--- config.mk ---
export PLATFORM = sky130hd
export DESIGN_NAME = file_block_map_walker
export DESIGN_NICKNAME = d
export VERILOG_FILES = /design/src/hw/rtl/fbmw_pkg.sv /design/src/hw/rtl/file_block_map_walker.sv /design/src/hw/rtl/fbmw_step.sv
export SDC_FILE = /design/constraint.sdc
export NUM_CORES = 1
export LEC_CHECK = 0
export ABC_AREA = 1
export BUFFER_PORTS_ARGS = -buffer_cell sky130_fd_sc_hd__buf_2
export CAP_MARGIN = 20
export CORE_ASPECT_RATIO = 1.2
export CORE_MARGIN = 4
export CORE_UTILIZATION = 30
export CTS_CLUSTER_SIZE = 10
export DETAILED_ROUTE_END_ITERATION = 16
export PLACE_DENSITY = 0.58
export REMOVE_ABC_BUFFERS = 1
export SLEW_MARGIN = 20
export SYNTH_ARGS = -nofsm -noshare
export SYNTH_HDL_FRONTEND = slang
export SYNTH_SLANG_ARGS = --single-unit
export TNS_END_PERCENT = 20
--- constraint.sdc ---
create_clock -name clk -period 6.7 [get_ports clk]
set_clock_uncertainty 0.2 [all_clocks]
set_input_delay 0.67 -clock clk [delete_from_list [all_inputs] [get_ports clk]]
set_output_delay 0.67 -clock clk [all_outputs]
set_load 0.01 [all_outputs]
--- src/hw/rtl/fbmw_pkg.sv ---
`default_nettype none

package fbmw_pkg;

	localparam int unsigned IND_LOG2_MAX = 14;

	typedef enum logic [2:0] {
		PH_IDLE         = 3'd0,
		PH_DIRECT       = 3'd1,
		PH_SINGLE_SLOT  = 3'd2,
		PH_DOUBLE_SLOT  = 3'd3,
		PH_DOUBLE_ENTRY = 3'd4,
		PH_SINGLE_ENTRY = 3'd5
	} phase_t;

	typedef enum logic [2:0] {
		KIND_READ_SLOT  = 3'd0,
		KIND_READ_ENTRY = 3'd1,
		KIND_MAPPED     = 3'd2,
		KIND_HOLE       = 3'd3,
		KIND_ILLEGAL    = 3'd4,
		KIND_TOO_FAR    = 3'd5
	} kind_t;

	typedef enum logic [2:0] {
		CFG_BLOCK_SIZE_LOG2 = 3'd0,
		CFG_ZONE_SCALE      = 3'd1,
		CFG_DIRECT_ZONES    = 3'd2,
		CFG_INDIRECT_LOG2   = 3'd3,
		CFG_FIRST_DATA_ZONE = 3'd4,
		CFG_ZONE_COUNT      = 3'd5
	} cfg_idx_t;

	typedef struct packed {
		logic [4:0]  block_size_log2;
		logic [2:0]  zone_scale;
		logic [4:0]  direct_zones;
		logic [3:0]  indirect_log2;
		logic [31:0] first_data_zone;
		logic [31:0] zone_count;
	} cfg_t;

	typedef struct packed {
		phase_t      phase;
		logic [6:0]  block_in_zone;
		logic [27:0] remaining_excess;
	} walk_t;

	typedef struct packed {
		kind_t       kind;
		logic [31:0] block_number;
		logic [13:0] entry_index;
	} result_t;

endpackage

`default_nettype wire

--- src/hw/rtl/file_block_map_walker.sv ---
// File block map walker.
// Input channel (in_valid/in_stall) carries command, position and zone_value.
// A start transaction (command 0) begins a walk for a byte position; a reply
// transaction (command 1) returns the zone read for the last request.
// Output channel (out_valid/out_stall) carries kind, block_number and
// entry_index: a request for an inode slot or indirect entry, or a final
// mapped block, hole, illegal zone or too-far result.
// Config port: cfg_we writes cfg_data into register cfg_index; write only
// while no walk transaction is in flight.
// An accepted input is held in the input stage, resolved in one step against
// the walk state and the registers, and written into the output register.
// Throughput is one transaction per cycle unless out_stall holds, limited by
// the single input stage feeding the output register.
// A reply while no walk is pending produces no output and is consumed.
// Reset clears the walk state, restores the register defaults and empties
// both stages. When out_stall holds, the output register keeps its result,
// the input stage fills and in_stall rises; nothing is dropped.
`default_nettype none

module file_block_map_walker
	import fbmw_pkg::*;
(
	input  wire logic        clk,
	input  wire logic        arst_n,
	input  wire logic        cfg_we,
	input  wire logic [2:0]  cfg_index,
	input  wire logic [31:0] cfg_data,
	input  wire logic        in_valid,
	output logic             in_stall,
	input  wire logic        command,
	input  wire logic [31:0] position,
	input  wire logic [31:0] zone_value,
	output logic             out_valid,
	input  wire logic        out_stall,
	output logic [2:0]       kind,
	output logic [31:0]      block_number,
	output logic [13:0]      entry_index
);

	cfg_t        cfg_q;
	walk_t       walk_q;
	walk_t       walk_nxt;
	logic        valid_s1;
	logic        command_s1;
	logic [31:0] position_s1;
	logic [31:0] zone_value_s1;
	logic        out_valid_q;
	result_t     res_q;
	result_t     res;
	logic        has_res;
	logic        out_free;
	logic        fire;
	logic        in_take;

	fbmw_step u_step (
		.cfg        (cfg_q),
		.cur        (walk_q),
		.command    (command_s1),
		.position   (position_s1),
		.zone_value (zone_value_s1),
		.nxt        (walk_nxt),
		.has_result (has_res),
		.result     (res)
	);

	assign out_free = !out_valid_q || !out_stall;
	assign fire     = valid_s1 && (out_free || !has_res);
	assign in_stall = valid_s1 && !fire;
	assign in_take  = in_valid && !in_stall;

	always_ff @(posedge clk or negedge arst_n) begin
		if (!arst_n) begin
			cfg_q.block_size_log2 <= 5'd10;
			cfg_q.zone_scale      <= 3'd0;
			cfg_q.direct_zones    <= 5'd7;
			cfg_q.indirect_log2   <= 4'd8;
			cfg_q.first_data_zone <= 32'd0;
			cfg_q.zone_count      <= 32'hFFFF_FFFF;
		end else if (cfg_we) begin
			case (cfg_index)
				CFG_BLOCK_SIZE_LOG2: cfg_q.block_size_log2 <= cfg_data[4:0];
				CFG_ZONE_SCALE:      cfg_q.zone_scale      <= cfg_data[2:0];
				CFG_DIRECT_ZONES:    cfg_q.direct_zones    <= cfg_data[4:0];
				CFG_INDIRECT_LOG2:   cfg_q.indirect_log2   <= cfg_data[3:0];
				CFG_FIRST_DATA_ZONE: cfg_q.first_data_zone <= cfg_data;
				CFG_ZONE_COUNT:      cfg_q.zone_count      <= cfg_data;
				default: ;
			endcase
		end
	end

	always_ff @(posedge clk or negedge arst_n) begin
		if (!arst_n) begin
			walk_q.phase            <= PH_IDLE;
			walk_q.block_in_zone    <= '0;
			walk_q.remaining_excess <= '0;
		end else if (fire) begin
			walk_q <= walk_nxt;
		end
	end

	always_ff @(posedge clk or negedge arst_n) begin
		if (!arst_n) begin
			valid_s1 <= 1'b0;
		end else if (in_take) begin
			valid_s1 <= 1'b1;
		end else if (fire) begin
			valid_s1 <= 1'b0;
		end
	end

	always_ff @(posedge clk) begin
		if (in_take) begin
			command_s1    <= command;
			position_s1   <= position;
			zone_value_s1 <= zone_value;
		end
	end

	always_ff @(posedge clk or negedge arst_n) begin
		if (!arst_n) begin
			out_valid_q <= 1'b0;
		end else if (fire && has_res) begin
			out_valid_q <= 1'b1;
		end else if (!out_stall) begin
			out_valid_q <= 1'b0;
		end
	end

	always_ff @(posedge clk) begin
		if (fire && has_res) begin
			res_q <= res;
		end
	end

	assign out_valid    = out_valid_q;
	assign kind         = res_q.kind;
	assign block_number = res_q.block_number;
	assign entry_index  = res_q.entry_index;

`ifndef SYNTHESIS
	a_final_goes_idle: assert property (@(posedge clk) disable iff (!arst_n)
		(fire && has_res && (res.kind == KIND_MAPPED || res.kind == KIND_HOLE ||
		 res.kind == KIND_ILLEGAL || res.kind == KIND_TOO_FAR))
		|=> walk_q.phase == PH_IDLE)
		else $error("walk not idle after final result");

	a_entry_read_phase: assert property (@(posedge clk) disable iff (!arst_n)
		(fire && has_res && res.kind == KIND_READ_ENTRY)
		|=> (walk_q.phase == PH_SINGLE_ENTRY || walk_q.phase == PH_DOUBLE_ENTRY))
		else $error("entry request without entry phase");

	a_stall_needs_item: assert property (@(posedge clk) disable iff (!arst_n)
		in_stall |-> valid_s1)
		else $error("input stalled with empty stage");

	a_out_from_fire: assert property (@(posedge clk) disable iff (!arst_n)
		$rose(out_valid_q) |-> $past(fire && has_res))
		else $error("output valid without a resolved transaction");
`endif

endmodule

`default_nettype wire

--- src/hw/rtl/fbmw_step.sv ---
`default_nettype none

module fbmw_step
	import fbmw_pkg::*;
(
	input  cfg_t        cfg,
	input  walk_t       cur,
	input  logic        command,
	input  logic [31:0] position,
	input  logic [31:0] zone_value,
	output walk_t       nxt,
	output logic        has_result,
	output result_t     result
);

	logic [31:0] bpos;
	logic [31:0] zone;
	logic [7:0]  biz_mask;
	logic [6:0]  biz;
	logic [3:0]  il;
	logic [14:0] nind;
	logic [31:0] excess;
	logic [31:0] excess2;
	logic [4:0]  il2;
	logic        in_direct;
	logic        in_single;
	logic        too_far;
	logic [31:0] zbase;
	logic [31:0] mapped;
	logic        illegal;
	logic [27:0] rem_low;
	logic [27:0] rem_high;

	always_comb begin
		bpos      = position >> cfg.block_size_log2;
		zone      = bpos >> cfg.zone_scale;
		biz_mask  = (8'd1 << cfg.zone_scale) - 8'd1;
		biz       = bpos[6:0] & biz_mask[6:0];
		il        = (cfg.indirect_log2 > 4'(IND_LOG2_MAX)) ? 4'(IND_LOG2_MAX)
		                                                   : cfg.indirect_log2;
		nind      = 15'd1 << il;
		in_direct = zone < {27'd0, cfg.direct_zones};
		excess    = zone - {27'd0, cfg.direct_zones};
		in_single = excess < {17'd0, nind};
		excess2   = excess - {17'd0, nind};
		il2       = {il, 1'b0};
		// double-indirect reach is nind squared entries
		too_far   = (excess2 >> il2) != 32'd0;
		zbase     = zone_value << cfg.zone_scale;
		mapped    = zbase + {25'd0, cur.block_in_zone};
		illegal   = (zone_value != 32'd0) &&
		            ((zone_value < cfg.first_data_zone) || (zone_value >= cfg.zone_count));
		rem_low   = cur.remaining_excess & {13'd0, nind - 15'd1};
		rem_high  = cur.remaining_excess >> il;
	end

	always_comb begin
		nxt                 = cur;
		has_result          = 1'b1;
		result.kind         = KIND_HOLE;
		result.block_number = '0;
		result.entry_index  = '0;
		if (!command) begin
			nxt.block_in_zone = biz;
			if (in_direct) begin
				nxt.phase          = PH_DIRECT;
				result.kind        = KIND_READ_SLOT;
				result.entry_index = zone[13:0];
			end else if (in_single) begin
				nxt.phase            = PH_SINGLE_SLOT;
				nxt.remaining_excess = excess[27:0];
				result.kind          = KIND_READ_SLOT;
				result.entry_index   = {9'd0, cfg.direct_zones};
			end else if (too_far) begin
				nxt.phase   = PH_IDLE;
				result.kind = KIND_TOO_FAR;
			end else begin
				nxt.phase            = PH_DOUBLE_SLOT;
				nxt.remaining_excess = excess2[27:0];
				result.kind          = KIND_READ_SLOT;
				result.entry_index   = {9'd0, cfg.direct_zones} + 14'd1;
			end
		end else begin
			case (cur.phase)
				PH_DIRECT, PH_SINGLE_ENTRY: begin
					nxt.phase = PH_IDLE;
					if (cur.phase == PH_SINGLE_ENTRY && illegal) begin
						result.kind = KIND_ILLEGAL;
					end else if (zone_value == 32'd0) begin
						result.kind = KIND_HOLE;
					end else begin
						result.kind         = KIND_MAPPED;
						result.block_number = mapped;
					end
				end
				PH_SINGLE_SLOT, PH_DOUBLE_SLOT: begin
					if (zone_value == 32'd0) begin
						nxt.phase   = PH_IDLE;
						result.kind = KIND_HOLE;
					end else begin
						nxt.phase           = (cur.phase == PH_SINGLE_SLOT) ? PH_SINGLE_ENTRY
						                                                    : PH_DOUBLE_ENTRY;
						result.kind         = KIND_READ_ENTRY;
						result.block_number = zbase;
						result.entry_index  = (cur.phase == PH_SINGLE_SLOT)
						                      ? cur.remaining_excess[13:0] : rem_high[13:0];
					end
				end
				PH_DOUBLE_ENTRY: begin
					if (illegal) begin
						nxt.phase   = PH_IDLE;
						result.kind = KIND_ILLEGAL;
					end else if (zone_value == 32'd0) begin
						nxt.phase   = PH_IDLE;
						result.kind = KIND_HOLE;
					end else begin
						nxt.phase            = PH_SINGLE_ENTRY;
						nxt.remaining_excess = rem_low;
						result.kind          = KIND_READ_ENTRY;
						result.block_number  = zbase;
						result.entry_index   = rem_low[13:0];
					end
				end
				default: begin
					// reply with no walk in progress is dropped
					nxt.phase  = PH_IDLE;
					has_result = 1'b0;
				end
			endcase
		end
	end

endmodule

`default_nettype wire

## After elaboration in Yosys (flattened, before gate mapping)

Cells that the tools add are included.

- Add/sub/neg operators: 6
- Magnitude comparators: 5
- Equal/unequal tests: 16
- Shifts and indexed selects: 7
- Multiplexer cells: 43
- Bitwise gates (word level): 3
- Reduce and logical (&&, ||, !) cells: 30

Operators with widths:

| operator | number |
|---|---|
| 2-to-1 mux 28 bit | 7 |
| 2-to-1 mux 46 bit | 3 |
| one-hot mux 35 bit (3 select lines) | 1 |
| 2-to-1 mux 14 bit | 5 |
| 2-to-1 mux 32 bit | 2 |
| nonzero test 32 bit | 2 |
| right shift 32 x 5 -> 32 bit | 2 |
| 2-to-1 mux 3 bit | 12 |
| adder 32 x 7 -> 32 bit | 1 |
| greater-or-equal comparator 32 bit | 1 |
| logical NOT 32 bit | 1 |
| less-than comparator 32 x 15 -> 1 bit | 1 |
| less-than comparator 32 bit | 1 |
| less-than comparator 32 x 5 -> 1 bit | 1 |
| << shifter 32 x 3 -> 32 bit | 1 |
| right shift 32 x 3 -> 32 bit | 1 |
| subtractor 32 x 15 -> 32 bit | 1 |
| subtractor 32 x 5 -> 32 bit | 1 |
| AND 28 x 15 -> 28 bit | 1 |
| one-hot mux 14 bit (2 select lines) | 1 |
| right shift 28 x 4 -> 14 bit | 1 |
| << shifter 1 x 4 -> 15 bit, first input constant | 1 |
| subtractor 15 x 1 -> 15 bit, second input constant | 1 |
| AND reduction 2 bit | 7 |
| other kinds (24) | 54 |

- Flip-flop bits (word level): 235
- Input bits: 105
- Output and inout port bits: 51
- Word-level logic and storage cells: 127

## Longest topological paths before layout

- Depth after elaboration: 12
- Depth in mapped cells: 57
- Mapped depth without buffers: 54

## Hierarchy

A second synthesis with hierarchy kept.

- Cell total of the unflattened synthesis: 3178
- Area, all modules: 21202.8 µm²

Modules (own cells, without submodules):

| module | instances | cells an instance | area each (µm²) | sequential area each (µm²) |
|---|---|---|---|---|
| fbmw_step | 1 | 2566 | 12715.9 | 0.0 |
| file_block_map_walker | 1 | 612 | 8486.9 | 6498.7 |

## Least setup slack after synthesis

Ideal clock, no wire load.

- Path kind: register to register
- Start point: register cfg_q[74] (netlist name)
- End point: register walk_q[10] (netlist name)
- Library setup time: 0.117 ns
- Data arrival time: 6.294 ns
- Required time: 6.383 ns
- Path slack: 0.089 ns
- Cell stages (with the launch flop): 49
- Buffers on the path: 7
- Period minus slack after synthesis: 6.611 ns
- Cells stage by stage: dfrtp_1 buf_2 buf_1 buf_2 clkbuf_1 clkbuf_1 clkbuf_1 o21ai_0 o22ai_1 ha_1 inv_1 fa_1 nand2_1 o21ai_0 inv_1 nand2_1 nand2_1 inv_1 [... 13 more ...] and2_1 inv_1 nand2_1 nand3_1 nand2_1 nor2_1 nand2_1 a21oi_1 nand2_1 nor2_1 nand3_1 nor2_2 nand3_4 nand3_4 nand2_4 buf_6 nand2_1 nand2_1

- Longest elaborated chain between the ends: 7

RTL lines:

| element | RTL line | RTL |
|---|---|---|
| start, declared | file_block_map_walker.sv:40 | `cfg_t cfg_q;` |
| right shift 32 x 3 -> 32 bit * | fbmw_step.sv:36 | `zone = bpos >> cfg.zone_scale;` |
| subtractor 32 x 5 -> 32 bit | fbmw_step.sv:43 | `excess = zone - {27'd0, cfg.direct_zones};` |
| subtractor 32 x 15 -> 32 bit | fbmw_step.sv:45 | `excess2 = excess - {17'd0, nind};` |
| right shift 32 x 5 -> 32 bit / 2-to-1 mux 28 bit (equally long branches) | fbmw_step.sv:48, fbmw_step.sv:74 |  |
| nonzero test 32 bit / 2-to-1 mux 28 bit (equally long branches) | fbmw_step.sv:48, fbmw_step.sv:69 |  |
| != test 3 x 2 -> 1 bit (no line) / 2-to-1 mux 28 bit (equally long branches) | - |  |
| AND reduction 6 bit (no line) / 2-to-1 mux 28 bit (equally long branches) | - |  |
| end signal, assigned | file_block_map_walker.sv:98 | `walk_q <= walk_nxt;` |
| end, declared | file_block_map_walker.sv:41 | `walk_t walk_q;` |

Mark *: on every way between the ends. The rest lies on a longest branch, timed or not. The select of a mux whose other input is x is not followed.
A chain may end at the register's enable or synchronous reset.

==> flow_summary_export.csv <==
group,metric,value,unit
placed_design,place.gp.congestion,0.926,
route,drt-initial-drc-count,1609,
timing,final.setup.worst_slack,-0.348,ns
grt,antenna_found_initial,1,
power_and_ir_drop,power_frac_comb,0.641,
synth,synth_area_leaders,"edfxtp_1 17%, nand2_1 16%, nand3_1 11%, dfrtp_1 10%, o21ai_0 6.9%",
route,dr.pass1.iters,7,
die,die_w,247,um
timing,rsz0062_at_grt,"true",
cts,clock-root-buffer,"clkbuf_16",
cts,cts_tree,"built",
die,dieArea,0.0727,mm2
power_and_ir_drop,switching_share,0.462,
synth,synth.most_common_cell,"nand2_1",
power_and_ir_drop,p_total,10000,uW
outcome,violations,"setup timing",
setup_path,endpoint_kind,"register",
setup_path,cp_slowest_cell,"dfrtp_2",
outcome,status,"finished, violations left",
timing,relSlewSlack,0.197,
die,die_h,295,um
power_and_ir_drop,seqPwrFrac,0.206,
timing,hold_viol_final,0,
setup_path,required,6.84,ns
power_and_ir_drop,irDropWorstVdd,0.000211,V
timing,fin_crit_sh,1.05,
placed_design,port_buffers,155,
setup_path,r2r_setup_slack,-0.35,ns
setup_path,r2r_start,"cfg_q[76]",
die,start_util,0.305,
cts,clock-sinks,235,
setup_path,cp.arrival,7.19,ns
power_and_ir_drop,switchingPower,4620,uW
cells_and_area,n_fill_cell,7295,
grt,grt_pass1_vias,20940,
cells_and_area,drive_above_1_share,0.241,
synth,async_flop_share,0.515,
route,via_count,21969,
cts,cts_max_path_buffers,3,
setup_path,rr_worst_depth,54,
setup_path,cpLargestDelayFamily,"simple AND/OR/NAND/NOR gates",
timing,fmax,142,MHz
die,fp-row-count,104,
die,core,0.0674,mm2
synth,synth_ff_type,"edfxtp_1",
cts,clk-insertion-delay-late,0.60,ns
synth,synth_top_area_cell,"edfxtp_1",
synth,syn-cell-area,0.0205,mm2
setup_path,cp_slowest_stage_delay,0.47,ns
power_and_ir_drop,power.internal,5370,uW
setup_path,cp_num_cells,54,
synth,ys_warn_count,0,
cells_and_area,fin_util,0.387,
placed_design,hpwlAfterDp,55900,um
grt,grt_pass1_wl,114000,um
setup_path,crit_path_frequent_cell,"buf_4",
grt,overflow,0,
synth,yosysUniqueCellTypes,66,
setup_path,path_class,"reg -> reg",
setup_path,crit_fanout,6,
timing,min_period,7.05,ns
cts,cts_max_level,1,
grt,grt_max_degree,70,
timing,slew_violations,0,
route,wirelength,72100,um
setup_path,worstSetupStartpoint,"cfg_q[76]",
power_and_ir_drop,power_density,383,mW/mm2
synth,avgSynthCellArea,6.75,um2
cts,cts-buffers-inserted,29,
power_and_ir_drop,p_clk_frac,0.154,
worst_hold_path,hold_path.class,"in -> reg",
setup_path,cp.buffers_inverters,20,
route,antenna_left,0,
flow_run,cap_viol_max_count,0,
cells_and_area,diodes,0,
synth,synth_top_area_frac,0.167,
synth,synth_edf_count,114,
cts,clk_pin_slew_worst_paths,0.07,ns
synth,synth_common_cells,"869 x nand2_1, 436 x nand3_1, 287 x inv_1",
setup_path,endpoint,"entry_index[0]",
route,drc,0,
grt,grt_usage,0.192,
route,viasPerCell,5.06,
timing,worst_slew_pin_slew,1.20,ns
route,wl_per_cell,16.6,um
setup_path,crit_path_start_kind,"register",
power_and_ir_drop,leakagePower,0.0121,uW
synth,syn_inst,3041,
synth,ys_seq_area_frac,0.317,
cells_and_area,nNetsFinal,3618,
die,io_pins,156,
timing,setup_violations,38,
setup_path,r2r_end,"entry_index[0]",
synth,synth-seq-cells,235,
cells_and_area,syn_to_final_growth,27.0,%
==> logic make-up (layout without fill, tap and decap cells) <==
family | after synthesis | in the layout | synth area share
XOR/XNOR | 35 | 35 | 0.0149
buffers and inverters | 446 | 843 | 0.0882
flip-flops | 235 | 235 | 0.317
adder cells (fa/ha/maj) | 96 | 96 | 0.0596
AND/OR/NAND/NOR | 1694 | 1696 | 0.370
AO/OA/AOI/OAI | 518 | 518 | 0.142
multiplexers | 17 | 17 | 0.00829
==> stage by stage <==
| stage | setup TNS, ns | setup slack (ns) | cells | instance area (um2) | hold slack (ns) |
|---|---|---|---|---|---|
| 3_3_place_gp | -17.22 | -0.521 | 4237 | 24000 | 0.259 |
| 6_report | -10.56 | -0.348 | 4341 | 26100 | 0.0459 |
| 4_1_cts | -4.09 | -0.139 | 4327 | 25600 | 0.0120 |
| 5_1_grt | -28.47 | -0.778 | 4341 | 26100 | 0.0287 |
| 2_1_floorplan | -56.10 | -1.56 | 2902 | 19900 | 0.174 |
| 3_5_place_dp | -21.94 | -0.619 | 4237 | 24000 | 0.263 |
==> worst min-delay path by stage <==
stage / start / endpoint / cells past startpoint
CTS: command / command_s1 / 1
finish: command / command_s1 / 1
global route: position[6] / position_s1[6] / 1
global placement: walk_q[1] / walk_q[1] / 2
floorplan: arst_n / cfg_q[32] / 0
detailed placement: walk_q[26] / walk_q[26] / 2
==> sequential cells by signal (all words and copies together) (netlist names) <==
signal         cells
zone_value_s1     32
position_s1       32
block_number      32
walk_q            38
cfg_q             81
entry_index       14
valid_s1           1
out_valid          1
command_s1         1
kind               3
==> power groups by stage <==
stage	clock, uW	combinational (uW)	sequential [uW]
6_report	1530	6400	2060
5_1_grt	1630	7150	2090
4_1_cts	1580	6100	2050
3_5_place_dp	0	5750	2080
3_3_place_gp	0	5730	2070
2_1_floorplan	0	3480	2120
==> repair_timing <==
| item | in CTS | in global routing |
|---|---|---|
| setup buffers | 31 | 9 |
| hold endpoints to repair | 25 | 0 |
| hold buffers | 1 | 0 |
| resized for setup | 97 | 88 |
| setup endpoints to repair | 38 | 38 |
| pin swaps | 45 | 46 |
| gates cloned | 4 | 4 |
==> metal layers <==
metal	up-vias	routed length (um)	global-route usage
li1	11035	-	-
met1	10162	31500	0.255
met2	650	35000	0.339
met3	122	3660	0.0167
met4	0	1930	0.0444
met5	-	0	0
==> placed cells by master, fill, tap and decap left out, types with 14 or more instances in the layout <==
| cell type | instances |
|---|---|
| a21oi_1 | 80 |
| buf_2 | 154 |
| buf_4 | 307 |
| clkbuf_1 | 18 |
| clkbuf_16 | 30 |
| dfrtp_1 | 79 |
| dfstp_2 | 38 |
| edfxtp_1 | 114 |
| ha_1 | 88 |
| inv_1 | 277 |
| inv_2 | 23 |
| mux2i_1 | 14 |
| nand2_1 | 825 |
| nand2_2 | 74 |
| nand3_1 | 392 |
| nand3_2 | 56 |
| nand4_1 | 44 |
| nor2_1 | 188 |
| nor2_2 | 19 |
| nor2_4 | 18 |
| nor3_1 | 25 |
| o211ai_1 | 17 |
| o21ai_0 | 271 |
| o21ai_1 | 17 |
| o22ai_1 | 34 |
| xor2_1 | 22 |
==> cell type report <==
type | instances | area, um2 | area share
Timing Repair inverter | 2 | 20.0 | 0.000768
Tap cell | 901 | 1130 | 0.0432
Inverter | 307 | 1170 | 0.0450
Multi-Input combinational cell | 2362 | 12900 | 0.496
Clock buffer | 50 | 835 | 0.0320
Timing Repair Buffer | 480 | 3440 | 0.132
Sequential cell | 235 | 6500 | 0.249
Clock inverter | 4 | 60.1 | 0.00230
==> worst register-to-register path, delay by kind of cell, from the launching register on <==
| family | cells | cell delay (ns) |
|---|---|---|
| AO/OA/AOI/OAI | 4 | 0.70 |
| XOR/XNOR | 1 | 0.12 |
| adder cells (fa/ha/maj) | 1 | 0.32 |
| buffers and inverters | 20 | 2.47 |
| flip-flops | 1 | 0.47 |
| AND/OR/NAND/NOR | 28 | 2.54 |
Note: power is estimated with default switching activity, not from simulation.
